$ cat config.mk
export PLATFORM = sky130hd
export DESIGN_NAME = rotary_combination_lock_core
export DESIGN_NICKNAME = d
export VERILOG_FILES = /design/src/hw/rtl/rcl_pkg.sv /design/src/hw/rtl/rcl_in_reg.sv /design/src/hw/rtl/rcl_engine.sv /design/src/hw/rtl/rcl_out_reg.sv /design/src/hw/rtl/rotary_combination_lock_core.sv
export SDC_FILE = /design/constraint.sdc
export NUM_CORES = 1
export LEC_CHECK = 0
export BUFFER_PORTS_ARGS = -buffer_cell sky130_fd_sc_hd__buf_2
export CAP_MARGIN = 30
export CORE_MARGIN = 4
export CORE_UTILIZATION = 50
export CTS_CLUSTER_DIAMETER = 50
export DETAILED_ROUTE_END_ITERATION = 16
export PLACE_DENSITY = 0.66
export SYNTH_ARGS = -nofsm -noshare
export SYNTH_HDL_FRONTEND = slang
export SYNTH_SLANG_ARGS = --single-unit
$ cat constraint.sdc
create_clock -name aclk -period 9.71 [get_ports aclk]
set_clock_uncertainty 0.05 [all_clocks]
set_input_delay 1.942 -clock aclk [delete_from_list [all_inputs] [get_ports aclk]]
set_output_delay 1.942 -clock aclk [all_outputs]
set_load 0.02 [all_outputs]
$ cat src/hw/rtl/rcl_pkg.sv
// Shared types and constants for the rotary combination lock core.
// No dependencies; imported by every module of the block.
package rcl_pkg;

    localparam int MAX_DIGITS  = 8;
    localparam int DIGIT_IDX_W = $clog2(MAX_DIGITS);
    localparam int CNT_W       = 4;

    localparam logic [3:0] DIGIT_MAX = 4'd9;
    localparam logic [7:0] FAIL_MAX  = 8'd255;

    typedef enum logic [1:0] {
        MODE_ENTERING = 2'd0,
        MODE_OPEN     = 2'd1,
        MODE_LOCKED   = 2'd2
    } mode_t;

    typedef enum logic [2:0] {
        EV_NONE    = 3'd0,
        EV_STARTED = 3'd1,
        EV_CHANGED = 3'd2,
        EV_OK      = 3'd3,
        EV_WRONG   = 3'd4,
        EV_LOCKOUT = 3'd5,
        EV_RESET   = 3'd6,
        EV_CLOSED  = 3'd7
    } event_t;

    typedef enum logic [1:0] {
        REG_CODE_DIGITS   = 2'd0,
        REG_CODE_LENGTH   = 2'd1,
        REG_ATTEMPT_LIMIT = 2'd2
    } reg_index_t;

    typedef struct packed {
        logic              req_type;
        logic signed [1:0] turn_direction;
    } item_t;

    typedef struct packed {
        event_t          event_code;
        mode_t           lock_mode;
        logic [3:0]      digit_shown;
        logic [CNT_W-1:0] digits_done;
        logic [7:0]      attempts_spent;
    } result_t;

endpackage

$ cat src/hw/rtl/rcl_in_reg.sv
// Input register of the rotary combination lock core.
// Depends on rcl_pkg for the item type.
module rcl_in_reg (
    input  logic          aclk,
    input  logic          aresetn,
    input  logic          in_valid,
    output logic          in_ready,
    input  rcl_pkg::item_t in_item,
    input  logic          advance,
    output logic          held_valid,
    output rcl_pkg::item_t held_item
);
    import rcl_pkg::*;

    logic  valid_reg;
    logic  valid_next;
    item_t item_reg;

    // Free when empty, or when the held item moves on this cycle.
    assign in_ready   = !valid_reg || advance;
    assign valid_next = (in_valid && in_ready) || (valid_reg && !advance);

    always_ff @(posedge aclk) begin
        if (!aresetn) begin
            valid_reg <= 1'b0;
        end else begin
            valid_reg <= valid_next;
        end
    end

    always_ff @(posedge aclk) begin
        if (in_valid && in_ready) begin
            item_reg <= in_item;
        end
    end

    assign held_valid = valid_reg;
    assign held_item  = item_reg;

endmodule

$ cat src/hw/rtl/rcl_engine.sv
// Lock state, configuration registers and next-state logic of the lock core.
// Depends on rcl_pkg for types and constants.
module rcl_engine (
    input  logic                aclk,
    input  logic                aresetn,
    input  logic                cfg_we,
    input  rcl_pkg::reg_index_t cfg_index,
    input  logic [31:0]         cfg_data,
    input  logic                advance,
    input  rcl_pkg::item_t      item,
    output rcl_pkg::result_t    result
);
    import rcl_pkg::*;

    typedef logic [MAX_DIGITS-1:0][3:0] store_t;

    // configuration
    logic [31:0]      code_digits_reg, code_digits_next;
    logic [CNT_W-1:0] code_length_reg, code_length_next;
    logic [7:0]       attempt_limit_reg, attempt_limit_next;
    logic             cfg_ok_reg, cfg_ok_next;
    logic             cfg_hit;

    // lock state
    mode_t            mode_reg, mode_next;
    store_t           store_reg, store_next;
    logic [CNT_W-1:0] total_reg, total_next;
    logic [3:0]       digit_reg, digit_next;
    logic             active_reg, active_next;
    logic             dir_reg, dir_next;
    logic [7:0]       fail_reg, fail_next;

    logic             tick_neg;
    logic [7:0]       fail_inc;
    logic [CNT_W-1:0] total_inc;
    store_t           store_conf;
    logic             mismatch;
    logic             spend;
    logic             wipe;
    event_t           spend_ev;
    event_t           ev;

    // Register write decode and validity check of the new setup.
    always_comb begin
        code_digits_next   = code_digits_reg;
        code_length_next   = code_length_reg;
        attempt_limit_next = attempt_limit_reg;
        cfg_hit            = 1'b1;
        case (cfg_index)
            REG_CODE_DIGITS:   code_digits_next   = cfg_data;
            REG_CODE_LENGTH:   code_length_next   = cfg_data[CNT_W-1:0];
            REG_ATTEMPT_LIMIT: attempt_limit_next = cfg_data[7:0];
            default:           cfg_hit            = 1'b0;
        endcase
        cfg_ok_next = (code_length_next != '0)
                   && (code_length_next <= CNT_W'(MAX_DIGITS))
                   && (attempt_limit_next != 8'd0);
        for (int i = 0; i < MAX_DIGITS; i++) begin
            if (CNT_W'(i) < code_length_next && code_digits_next[4*i +: 4] > DIGIT_MAX) begin
                cfg_ok_next = 1'b0;
            end
        end
    end

    // Confirmed-digit view of the store and the code compare.
    always_comb begin
        total_inc  = total_reg + CNT_W'(1);
        store_conf = store_reg;
        if (total_reg < CNT_W'(MAX_DIGITS)) begin
            store_conf[total_reg[DIGIT_IDX_W-1:0]] = digit_reg;
        end
        mismatch = 1'b0;
        for (int i = 0; i < MAX_DIGITS; i++) begin
            if (CNT_W'(i) < code_length_reg && store_conf[i] != code_digits_reg[4*i +: 4]) begin
                mismatch = 1'b1;
            end
        end
        fail_inc = (fail_reg != FAIL_MAX) ? fail_reg + 8'd1 : fail_reg;
        tick_neg = (item.turn_direction != 2'sd1);
    end

    // Next state for the item in the input register.
    always_comb begin
        mode_next   = mode_reg;
        store_next  = store_reg;
        total_next  = total_reg;
        digit_next  = digit_reg;
        active_next = active_reg;
        dir_next    = dir_reg;
        fail_next   = fail_reg;
        ev          = EV_NONE;
        spend       = 1'b0;
        spend_ev    = EV_NONE;
        wipe        = 1'b0;
        if (cfg_ok_reg) begin
            if (item.req_type) begin
                case (mode_reg)
                    MODE_ENTERING: begin
                        spend    = 1'b1;
                        spend_ev = EV_RESET;
                    end
                    MODE_OPEN: begin
                        mode_next = MODE_ENTERING;
                        wipe      = 1'b1;
                        ev        = EV_CLOSED;
                    end
                    default: ;
                endcase
            end else if (mode_reg == MODE_ENTERING && item.turn_direction != 2'sd0) begin
                if (active_reg && tick_neg == dir_reg) begin
                    digit_next = (digit_reg == DIGIT_MAX) ? 4'd0 : digit_reg + 4'd1;
                    ev         = EV_CHANGED;
                end else if (active_reg && total_inc >= code_length_reg) begin
                    if (!mismatch) begin
                        mode_next = MODE_OPEN;
                        fail_next = 8'd0;
                        wipe      = 1'b1;
                        ev        = EV_OK;
                    end else begin
                        spend    = 1'b1;
                        spend_ev = EV_WRONG;
                    end
                end else begin
                    if (active_reg) begin
                        store_next = store_conf;
                        total_next = total_inc;
                    end
                    digit_next  = 4'd0;
                    active_next = 1'b1;
                    dir_next    = tick_neg;
                    ev          = EV_STARTED;
                end
            end
        end
        if (spend) begin
            fail_next = fail_inc;
            wipe      = 1'b1;
            if (fail_inc >= attempt_limit_reg) begin
                mode_next = MODE_LOCKED;
                ev        = EV_LOCKOUT;
            end else begin
                ev = spend_ev;
            end
        end
        if (wipe) begin
            store_next  = '0;
            total_next  = '0;
            digit_next  = 4'd0;
            active_next = 1'b0;
            dir_next    = 1'b0;
        end
    end

    always_ff @(posedge aclk) begin
        if (!aresetn) begin
            code_digits_reg   <= 32'd0;
            code_length_reg   <= CNT_W'(4);
            attempt_limit_reg <= 8'd3;
            cfg_ok_reg        <= 1'b1;
            mode_reg          <= MODE_ENTERING;
            store_reg         <= '0;
            total_reg         <= '0;
            digit_reg         <= 4'd0;
            active_reg        <= 1'b0;
            dir_reg           <= 1'b0;
            fail_reg          <= 8'd0;
        end else if (cfg_we && cfg_hit) begin
            // any register write restarts the lock
            code_digits_reg   <= code_digits_next;
            code_length_reg   <= code_length_next;
            attempt_limit_reg <= attempt_limit_next;
            cfg_ok_reg        <= cfg_ok_next;
            mode_reg          <= MODE_ENTERING;
            store_reg         <= '0;
            total_reg         <= '0;
            digit_reg         <= 4'd0;
            active_reg        <= 1'b0;
            dir_reg           <= 1'b0;
            fail_reg          <= 8'd0;
        end else if (advance) begin
            mode_reg   <= mode_next;
            store_reg  <= store_next;
            total_reg  <= total_next;
            digit_reg  <= digit_next;
            active_reg <= active_next;
            dir_reg    <= dir_next;
            fail_reg   <= fail_next;
        end
    end

    assign result.event_code     = ev;
    assign result.lock_mode      = mode_next;
    assign result.digit_shown    = digit_next;
    assign result.digits_done    = total_next;
    assign result.attempts_spent = fail_next;

endmodule

$ cat src/hw/rtl/rcl_out_reg.sv
// Result register of the rotary combination lock core.
// Depends on rcl_pkg for the result type.
module rcl_out_reg (
    input  logic             aclk,
    input  logic             aresetn,
    input  logic             load,
    input  rcl_pkg::result_t load_result,
    output logic             out_valid,
    input  logic             out_ready,
    output rcl_pkg::result_t out_result
);
    import rcl_pkg::*;

    logic    valid_reg;
    logic    valid_next;
    result_t result_reg;

    // Hold the result until taken; a load may replace one taken this cycle.
    assign valid_next = load || (valid_reg && !out_ready);

    always_ff @(posedge aclk) begin
        if (!aresetn) begin
            valid_reg <= 1'b0;
        end else begin
            valid_reg <= valid_next;
        end
    end

    always_ff @(posedge aclk) begin
        if (load) begin
            result_reg <= load_result;
        end
    end

    assign out_valid  = valid_reg;
    assign out_result = result_reg;

endmodule

$ cat src/hw/rtl/rotary_combination_lock_core.sv
// Rotary combination lock core: top level.
// Depends on rcl_pkg, rcl_in_reg, rcl_engine and rcl_out_reg.
//
// Usage:
//  - Input channel (s_*): one item per encoder tick or button press.
//    s_tuser[0] is req_type (0 tick, 1 button); s_tdata[1:0] is the signed
//    turn direction (+1 clockwise, negative counter-clockwise, 0 ignored).
//  - Result channel (m_*): exactly one item per input item, in order.
//    m_tuser holds the event code; m_tdata holds the lock state after the
//    item: mode, digit being dialed, confirmed digit count, spent attempts.
//  - Config channel (cfg_*): index 0 code digits (BCD nibbles), 1 code
//    length, 2 attempt limit. Any write to a listed register restarts the
//    lock; write only while no item is in flight. Always ready.
//  - Path: the input register, then one pass of next-state logic, then the
//    result register, which holds the result until it is taken.
//  - Throughput: one item per cycle while m_tready stays high.
//  - Reset (aresetn low, synchronous): both registers empty, code 0,
//    length 4, limit 3, lock entering with no digits.
//  - Stall: when m_tready is low the result holds; the input register still
//    takes one item, then s_tready drops until the result is taken.
module rotary_combination_lock_core (
    input  logic                aclk,
    input  logic                aresetn,
    // input items
    input  logic                s_tvalid,
    output logic                s_tready,
    input  logic [7:0]          s_tdata,   // [1:0] turn_direction, rest zero
    input  logic [0:0]          s_tuser,   // [0] req_type
    // result items
    output logic                m_tvalid,
    input  logic                m_tready,
    output logic [23:0]         m_tdata,   // [1:0] lock_mode, [5:2] digit_shown,
                                           // [9:6] digits_done,
                                           // [17:10] attempts_spent, rest zero
    output logic [2:0]          m_tuser,   // [2:0] event_code
    // configuration writes
    input  logic                cfg_valid,
    output logic                cfg_ready,
    input  rcl_pkg::reg_index_t cfg_index,
    input  logic [31:0]         cfg_data
);
    import rcl_pkg::*;

    item_t   in_item;
    item_t   held_item;
    logic    held_valid;
    logic    out_valid;
    logic    advance;
    result_t step_result;
    result_t out_result;

    assign in_item.req_type       = s_tuser[0];
    assign in_item.turn_direction = s_tdata[1:0];

    // Move the held item through the logic when the result register is free.
    assign advance   = held_valid && (!out_valid || m_tready);
    assign cfg_ready = 1'b1;

    rcl_in_reg u_in_reg (
        .aclk       (aclk),
        .aresetn    (aresetn),
        .in_valid   (s_tvalid),
        .in_ready   (s_tready),
        .in_item    (in_item),
        .advance    (advance),
        .held_valid (held_valid),
        .held_item  (held_item)
    );

    rcl_engine u_engine (
        .aclk      (aclk),
        .aresetn   (aresetn),
        .cfg_we    (cfg_valid),
        .cfg_index (cfg_index),
        .cfg_data  (cfg_data),
        .advance   (advance),
        .item      (held_item),
        .result    (step_result)
    );

    rcl_out_reg u_out_reg (
        .aclk        (aclk),
        .aresetn     (aresetn),
        .load        (advance),
        .load_result (step_result),
        .out_valid   (out_valid),
        .out_ready   (m_tready),
        .out_result  (out_result)
    );

    assign m_tvalid = out_valid;
    assign m_tuser  = out_result.event_code;
    assign m_tdata  = {6'd0,
                       out_result.attempts_spent,
                       out_result.digits_done,
                       out_result.digit_shown,
                       out_result.lock_mode};

endmodule
# Word level (Yosys, flattened, before mapping)
# Cells that the tools add are included.
# W data, S select, Z words.
[totals]
romBits = 0
elab_cells = 231
latch_bits = 0
register_bits = 123
ram_bits = 0
mem_count = 0
[classes]
n_lt_le_gt_ge = 30
n_mul = 0
n_shift = 0
n_bitwise = 1
div = 0
n_reduce_logical = 47
add_sub_neg = 3
eq_ne = 18
n_mux = 105
[op_table]
columns = ["cell", "n"]
rows = [
  ["$mux W32", 9],
  ["$mux W8", 9],
  ["$mux W4", 16],
  ["$mux W1", 44],
  ["$mux W3", 14],
  ["$bwmux W32", 1],
  ["$gt A4 B4 Y1 const B", 8],
  ["$lt A3 B4 Y1 const A", 8],
  ["$ne A4 B4 Y1", 8],
  ["$logic_and A1 B1 Y1", 27],
  ["$mux W2", 11],
  ["$lt A1 B4 Y1 const A", 4],
  ["$lt A2 B4 Y1 const A", 4],
  ["$demux W4 S3", 1],
  ["$add A4 B1 Y4 const B", 2],
  ["$add A8 B1 Y8 const B", 1],
  ["$ge A8 B8 Y1", 1],
  ["$ne A8 B8 Y1 const B", 1],
  ["$reduce_bool A2 Y1", 4],
  ["$reduce_bool A8 Y1", 1],
  ["$reduce_and A7 Y1", 1],
  ["$ne A2 B1 Y1 const B", 3],
  ["$reduce_and A6 Y1", 1],
  ["$eq A2 B1 Y1 const B", 2],
  ["16 further kinds", 23],
]

# Logic depth before layout (Yosys ltp)
[logic_depth]
ltp_word = 25
depth_mapped = 16
mapped_depth_nobuf = 15

# By module
# From an unflattened synthesis, not the netlist that was laid out.
[hier_totals]
hier_cells = 876
area_unflattened_um2 = 7114.3
[by_module_without_submodules]
columns = ["mod", "cells_per_inst", "area_each_um2", "seq_area_each_um2", "instances"]
rows = [
  ["rcl_engine", 833, 6223.5, 1941.9, 1],
  ["rcl_out_reg", 24, 671.9, 650.6, 1],
  ["rcl_in_reg", 8, 147.6, 110.1, 1],
  ["rotary_combination_lock_core", 11, 71.3, 0.0, 1],
]

# Worst setup path before layout
# Ideal clock, no wire load.
[synth_path]
path_kind = "input to output"
start = "in m_tready"
end = "out s_tready"
stages = 2
required_time_ns = 7.718
slack_ns = 5.423
arrival_time_ns = 2.295
cell_sequence = "nor2b_1 nand2_1"
[synth_via]
elab_chain_cells = 3
[synth_lines]
columns = ["element", "line", "rtl"]
rows = [
  ["start, declared", "rotary_combination_lock_core.sv:31", "input logic m_tready,"],
  ["$logic_or A1 B1 Y1", "rotary_combination_lock_core.sv:56", "assign advance = held_valid && (!out_valid || m_tready);"],
  ["$logic_and A1 B1 Y1", "rotary_combination_lock_core.sv:56", ""],
  ["$logic_or A1 B1 Y1", "rcl_in_reg.sv:20", "assign in_ready = !valid_reg || advance;"],
  ["end, declared", "rotary_combination_lock_core.sv:26", "output logic s_tready,"],
]
# Every way passes these cells.

# Worst setup path in the final report
[layout_path]
start = "reg u_engine.total_reg[1]"
end = "reg u_engine.store_reg[26] (netlist bit)"
[layout_via]
elab_chain_cells = 25
elab_cells_between_ends = 62
cone_classes = "add/sub (1); order compare (4); eq/ne (11); mux (32); reduce/logical (14)"
[layout_lines]
columns = ["element", "line", "rtl"]
rows = [
  ["start, declared", "rcl_engine.sv:27", "logic [CNT_W-1:0] total_reg, total_next;"],
  ["start signal, assigned", "rcl_engine.sv:183", "total_reg <= total_next;"],
  ["$lt A3 B4 Y1 (implied by the code) / $ge A3 B1 Y1 (equally long branches)", "rcl_engine.sv:70", "store_conf[total_reg[DIGIT_IDX_W-1:0]] = digit_reg;"],
  ["$logic_and A1 B1 Y1 (implied by the code)", "rcl_engine.sv:70", ""],
  ["$mux W4 (implied by the code)", "rcl_engine.sv:70", ""],
  ["$demux W4 S3", "n/a", ""],
  ["$bwmux W32", "rcl_engine.sv:70", ""],
  ["$mux W32", "rcl_engine.sv:69", "if (total_reg < CNT_W'(MAX_DIGITS)) begin"],
  ["$ne A4 B4 Y1", "rcl_engine.sv:74", "if (CNT_W'(i) < code_length_reg && store_conf[i] != code_digits_reg[4*i +: 4]) begin"],
  ["$logic_and A1 B1 Y1", "rcl_engine.sv:74", ""],
  ["[9 not listed]", "n/a", ""],
  ["$mux W1", "rcl_engine.sv:113", "end else if (active_reg && total_inc >= code_length_reg) begin"],
  ["$mux W1", "rcl_engine.sv:110", "if (active_reg && tick_neg == dir_reg) begin"],
  ["$mux W1", "rcl_engine.sv:109", "end else if (mode_reg == MODE_ENTERING && item.turn_direction != 2'sd0) begin"],
  ["$mux W1", "rcl_engine.sv:96", "if (item.req_type) begin"],
  ["$mux W1", "rcl_engine.sv:95", "if (cfg_ok_reg) begin"],
  ["$mux W1", "rcl_engine.sv:135", "if (spend) begin"],
  ["$ne A2 B1 Y1 (no source line) / $reduce_bool A2 Y1 (equally long branches)", "n/a", ""],
  ["$reduce_and A7 Y1 (no source line)", "n/a", ""],
  ["end signal, assigned", "rcl_engine.sv:182", "store_reg <= store_next;"],
  ["end, declared", "rcl_engine.sv:26", "store_t store_reg, store_next;"],
]
# Several ways; a longest one is shown, not always the timed one. The select of a mux whose other input is x is not followed.
# A chain may end at the register's enable or synchronous reset.

==> results.md <==
* Status: finished, final reports clean
* Most common cell after layout, fill and taps aside: nand2_1
* Crit path DAT at between 5 and 6 ns
* Synth-to-Final Area Change at 14.5%
* Ports at 78
* Most frequent cells in the layout: 119 x nand2_1, 99 x dfxtp_1, 64 x buf_2
* Crit end category: flip-flop
* Async SR Flop Fraction at 0%
* CP delay by family, top: simple AND/OR/NAND/NOR gates
* CP Class: reg -> reg
* Layout cell share with drive strength beyond 1 at between 10% and 20%
* Final Util at 59.3%
* Worst Tran Pin Value at ~1 ns
* Diodes inserted at 0
* Critical path buffers and inverters at 0
* Peak Freq at a little over 0.2 GHz
* Initial DRC count at around 640
* Mapped Area at ~6900 um^2
* Unrepaired setup endpoints after global routing: false
* Top FF cell, synth: dfxtp_1
* Synth top area cells: dfxtp_1 29%, edfxtp_1 10%, nand2_1 6.4%, a21boi_0 4.7%, inv_1 2.9%
* Routed vias/inst at 6.10
* TritonCTS clock tree: built
* Slowest CP cell: or4b_1
* Gpl congestion at between 0.9 and 1
* # fillers at ~1,200
* Max Slew Vio Count at 0
* ANT nets after route at 0
* Footprint of the multi-input gates at approximately 3800 um^2
* Cell count after synthesis at 824
* Core Area at 13,400 um^2
* Port-buffer cells at 64
* GRT Residual Overflow at 0
* CP Cell Sequence: or4b_1 -> a2111oi_2 -> a221oi_1 -> o31ai_1 -> a31oi_1 -> o41ai_2 -> nand3_1 -> nor3_2 -> nand4_1 -> o22ai_1
* Post-synth EDFFs at 24
* FF+latch area at ~2700 um^2
* Register area share after synthesis at 39.0%
* Clock-pin transition on the worst setup and hold timing paths at around 0.05 ns
* Total Neg Setup Slack at 0 ns
* Maximum vdd drop at 0.0000997 V
* Critical Path Source Type: flip-flop
* Die Area at roughly 16,000 um^2
* Clk sinks at 123
* Post-CTS Hold Buffers at 0
* Detailed placer's ending HPWL at around 13 mm
* Pin count of the biggest net entering global routing at 50
* Max FO, Critical Path at 15
* Dominant cell type by area after synthesis: dfxtp_1
* DRC at 0
* Initial Util at between 50% and 60%
* NumNets Final at 929
* Yosys reg bits at ~120
* Yosys warning count at 0
* Total CTS buffers at 17
* Critical Path RT at approximately 10 ns
* Row cnt at 42
* Drt pass-1 iters at 6
* CTS Buffer Depth at 2
* Syn avg cell area at 8.42 um^2
* Top-area cell type share of the netlist area at between 20 and 30%
* Setup violations, final at 0
* Final worst path period need at between 4 and 5 ns
* Rel. slew slack at between 30% and 40%
* P per Cell Area at around 160 nW/um^2
* DR WL/cell at about 18 um
* Post-Route WL at between 15 and 20 mm
* Post-CTS setup buffer count at 0
* Die X-Extent at approximately 130 um
* Hold Violations, Final at 0
* Vias in the first global route at between 6,000 and 7,000
* Initial antenna violation count at 0
* Static leakage at between 2 and 3 nW
* DIE HEIGHT at roughly 130 um
* Hold Path Class: reg -> reg
* Slowest Stage Delay on Critical Path at 0.68 ns
* Cts repair resizes at 0
* First-pass GRT wire length at slightly above 30 mm
* GRT Total Usage at between 20% and 30%
* Clock Latency Late Sink at roughly 0.41 ns
* Clock root buffer: clkbuf_16
* Vias at 6,431
* Max_cap viols at 0
* Synth cell types at 71
* Post-route clock period utilization at ~50%
* H-tree Lvls at 4
==> power breakdown <==
group,internal [W],switching (W)
Sequential,0.000534,0.0000126
Clock,0.000384,0.000219
Combinational,0.0000425,0.0000763
==> cells by family (layout without fill, tap and decap cells) <==
| group | Yosys count | count (layout) | synth area share [%] |
|---|---|---|---|
| muxes | 15 | 15 | 2.18 |
| AOI/OAI and AO/OA | 253 | 253 | 26.6 |
| adders and majority gates | 16 | 16 | 2.89 |
| buffers and inverters | 112 | 161 | 6.67 |
| DFF | 123 | 123 | 39.0 |
| and+or+nand+nor | 276 | 276 | 19.2 |
| xor gates and xnor gates | 27 | 27 | 3.41 |
| other | 2 | 7 | 0.108 |
==> worst register-to-register path, delay by kind of cell, from the launching register on <==
kind,cells,cell delay [ns]
and+or+nand+nor,4,2.07
AOI/OAI and AO/OA,6,1.98
DFF,1,0.64
==> cell type report <==
cell class | instances | area share (%)
multi-input cells | 594 | 47.7
flip-flops and latches | 123 | 34.0
clock buffers | 26 | 6.41
repair buffers | 73 | 5.64
well taps | 176 | 2.77
inverters | 56 | 2.65
clock inverters | 6 | 0.756
==> synth_stat cells, drive strengths merged (10+ instances only) <==
cell	instances
nand2	119
dfxtp	99
inv	54
a21boi	43
o21ai	41
clkbuf	37
nor2	37
nand3	33
a21oi	31
o22ai	28
edfxtp	24
buf	19
xor2	18
ha	16
nor2b	16
mux2i	14
o211ai	14
nor3	13
nand4	11
a2111oi	10
a221oi	10
==> through the flow <==
step	worst slack [ns]	hold slack [ns]	instance area [um^2]	total power, W	std cells
2_1_floorplan	5.42	0.388	6960	0.000633	829
3_3_place_gp	4.85	0.404	7290	0.000666	1019
3_5_place_dp	4.77	0.411	7340	0.000672	1021
4_1_cts	4.99	0.419	7910	0.00127	1053
5_1_grt	4.70	0.431	7940	0.00132	1054
6_report	4.88	0.414	7940	0.00127	1054
==> metal layers <==
layer | track usage [%] | part of all wire, % | vias up
met3 | 5.46 | 7.9 | 41
met2 | 36.4 | 46 | 307
met1 | 33.4 | 45 | 2996
met4 | 7.89 | 1.6 | 0
met5 | 0 | 0 | -
li1 | - | - | 3087
==> worst paths after layout <==
kind / from / end / slack (ns) / cells after the start
min: u_engine.store_reg[15]$_SDFFE_PP0P_ / u_engine.store_reg[15]$_SDFFE_PP0P_ / 0.41 / 2
max: u_engine.total_reg[1]$_SDFFE_PP0P_ / u_engine.store_reg[26]$_SDFFE_PP0P_ / 4.88 / 10
min reg2reg: u_engine.store_reg[15]$_SDFFE_PP0P_ / u_engine.store_reg[15]$_SDFFE_PP0P_ / 0.41 / 2
max reg2reg: u_engine.total_reg[1]$_SDFFE_PP0P_ / u_engine.store_reg[26]$_SDFFE_PP0P_ / 4.88 / 10
Power figures use the tool's default switching activity.
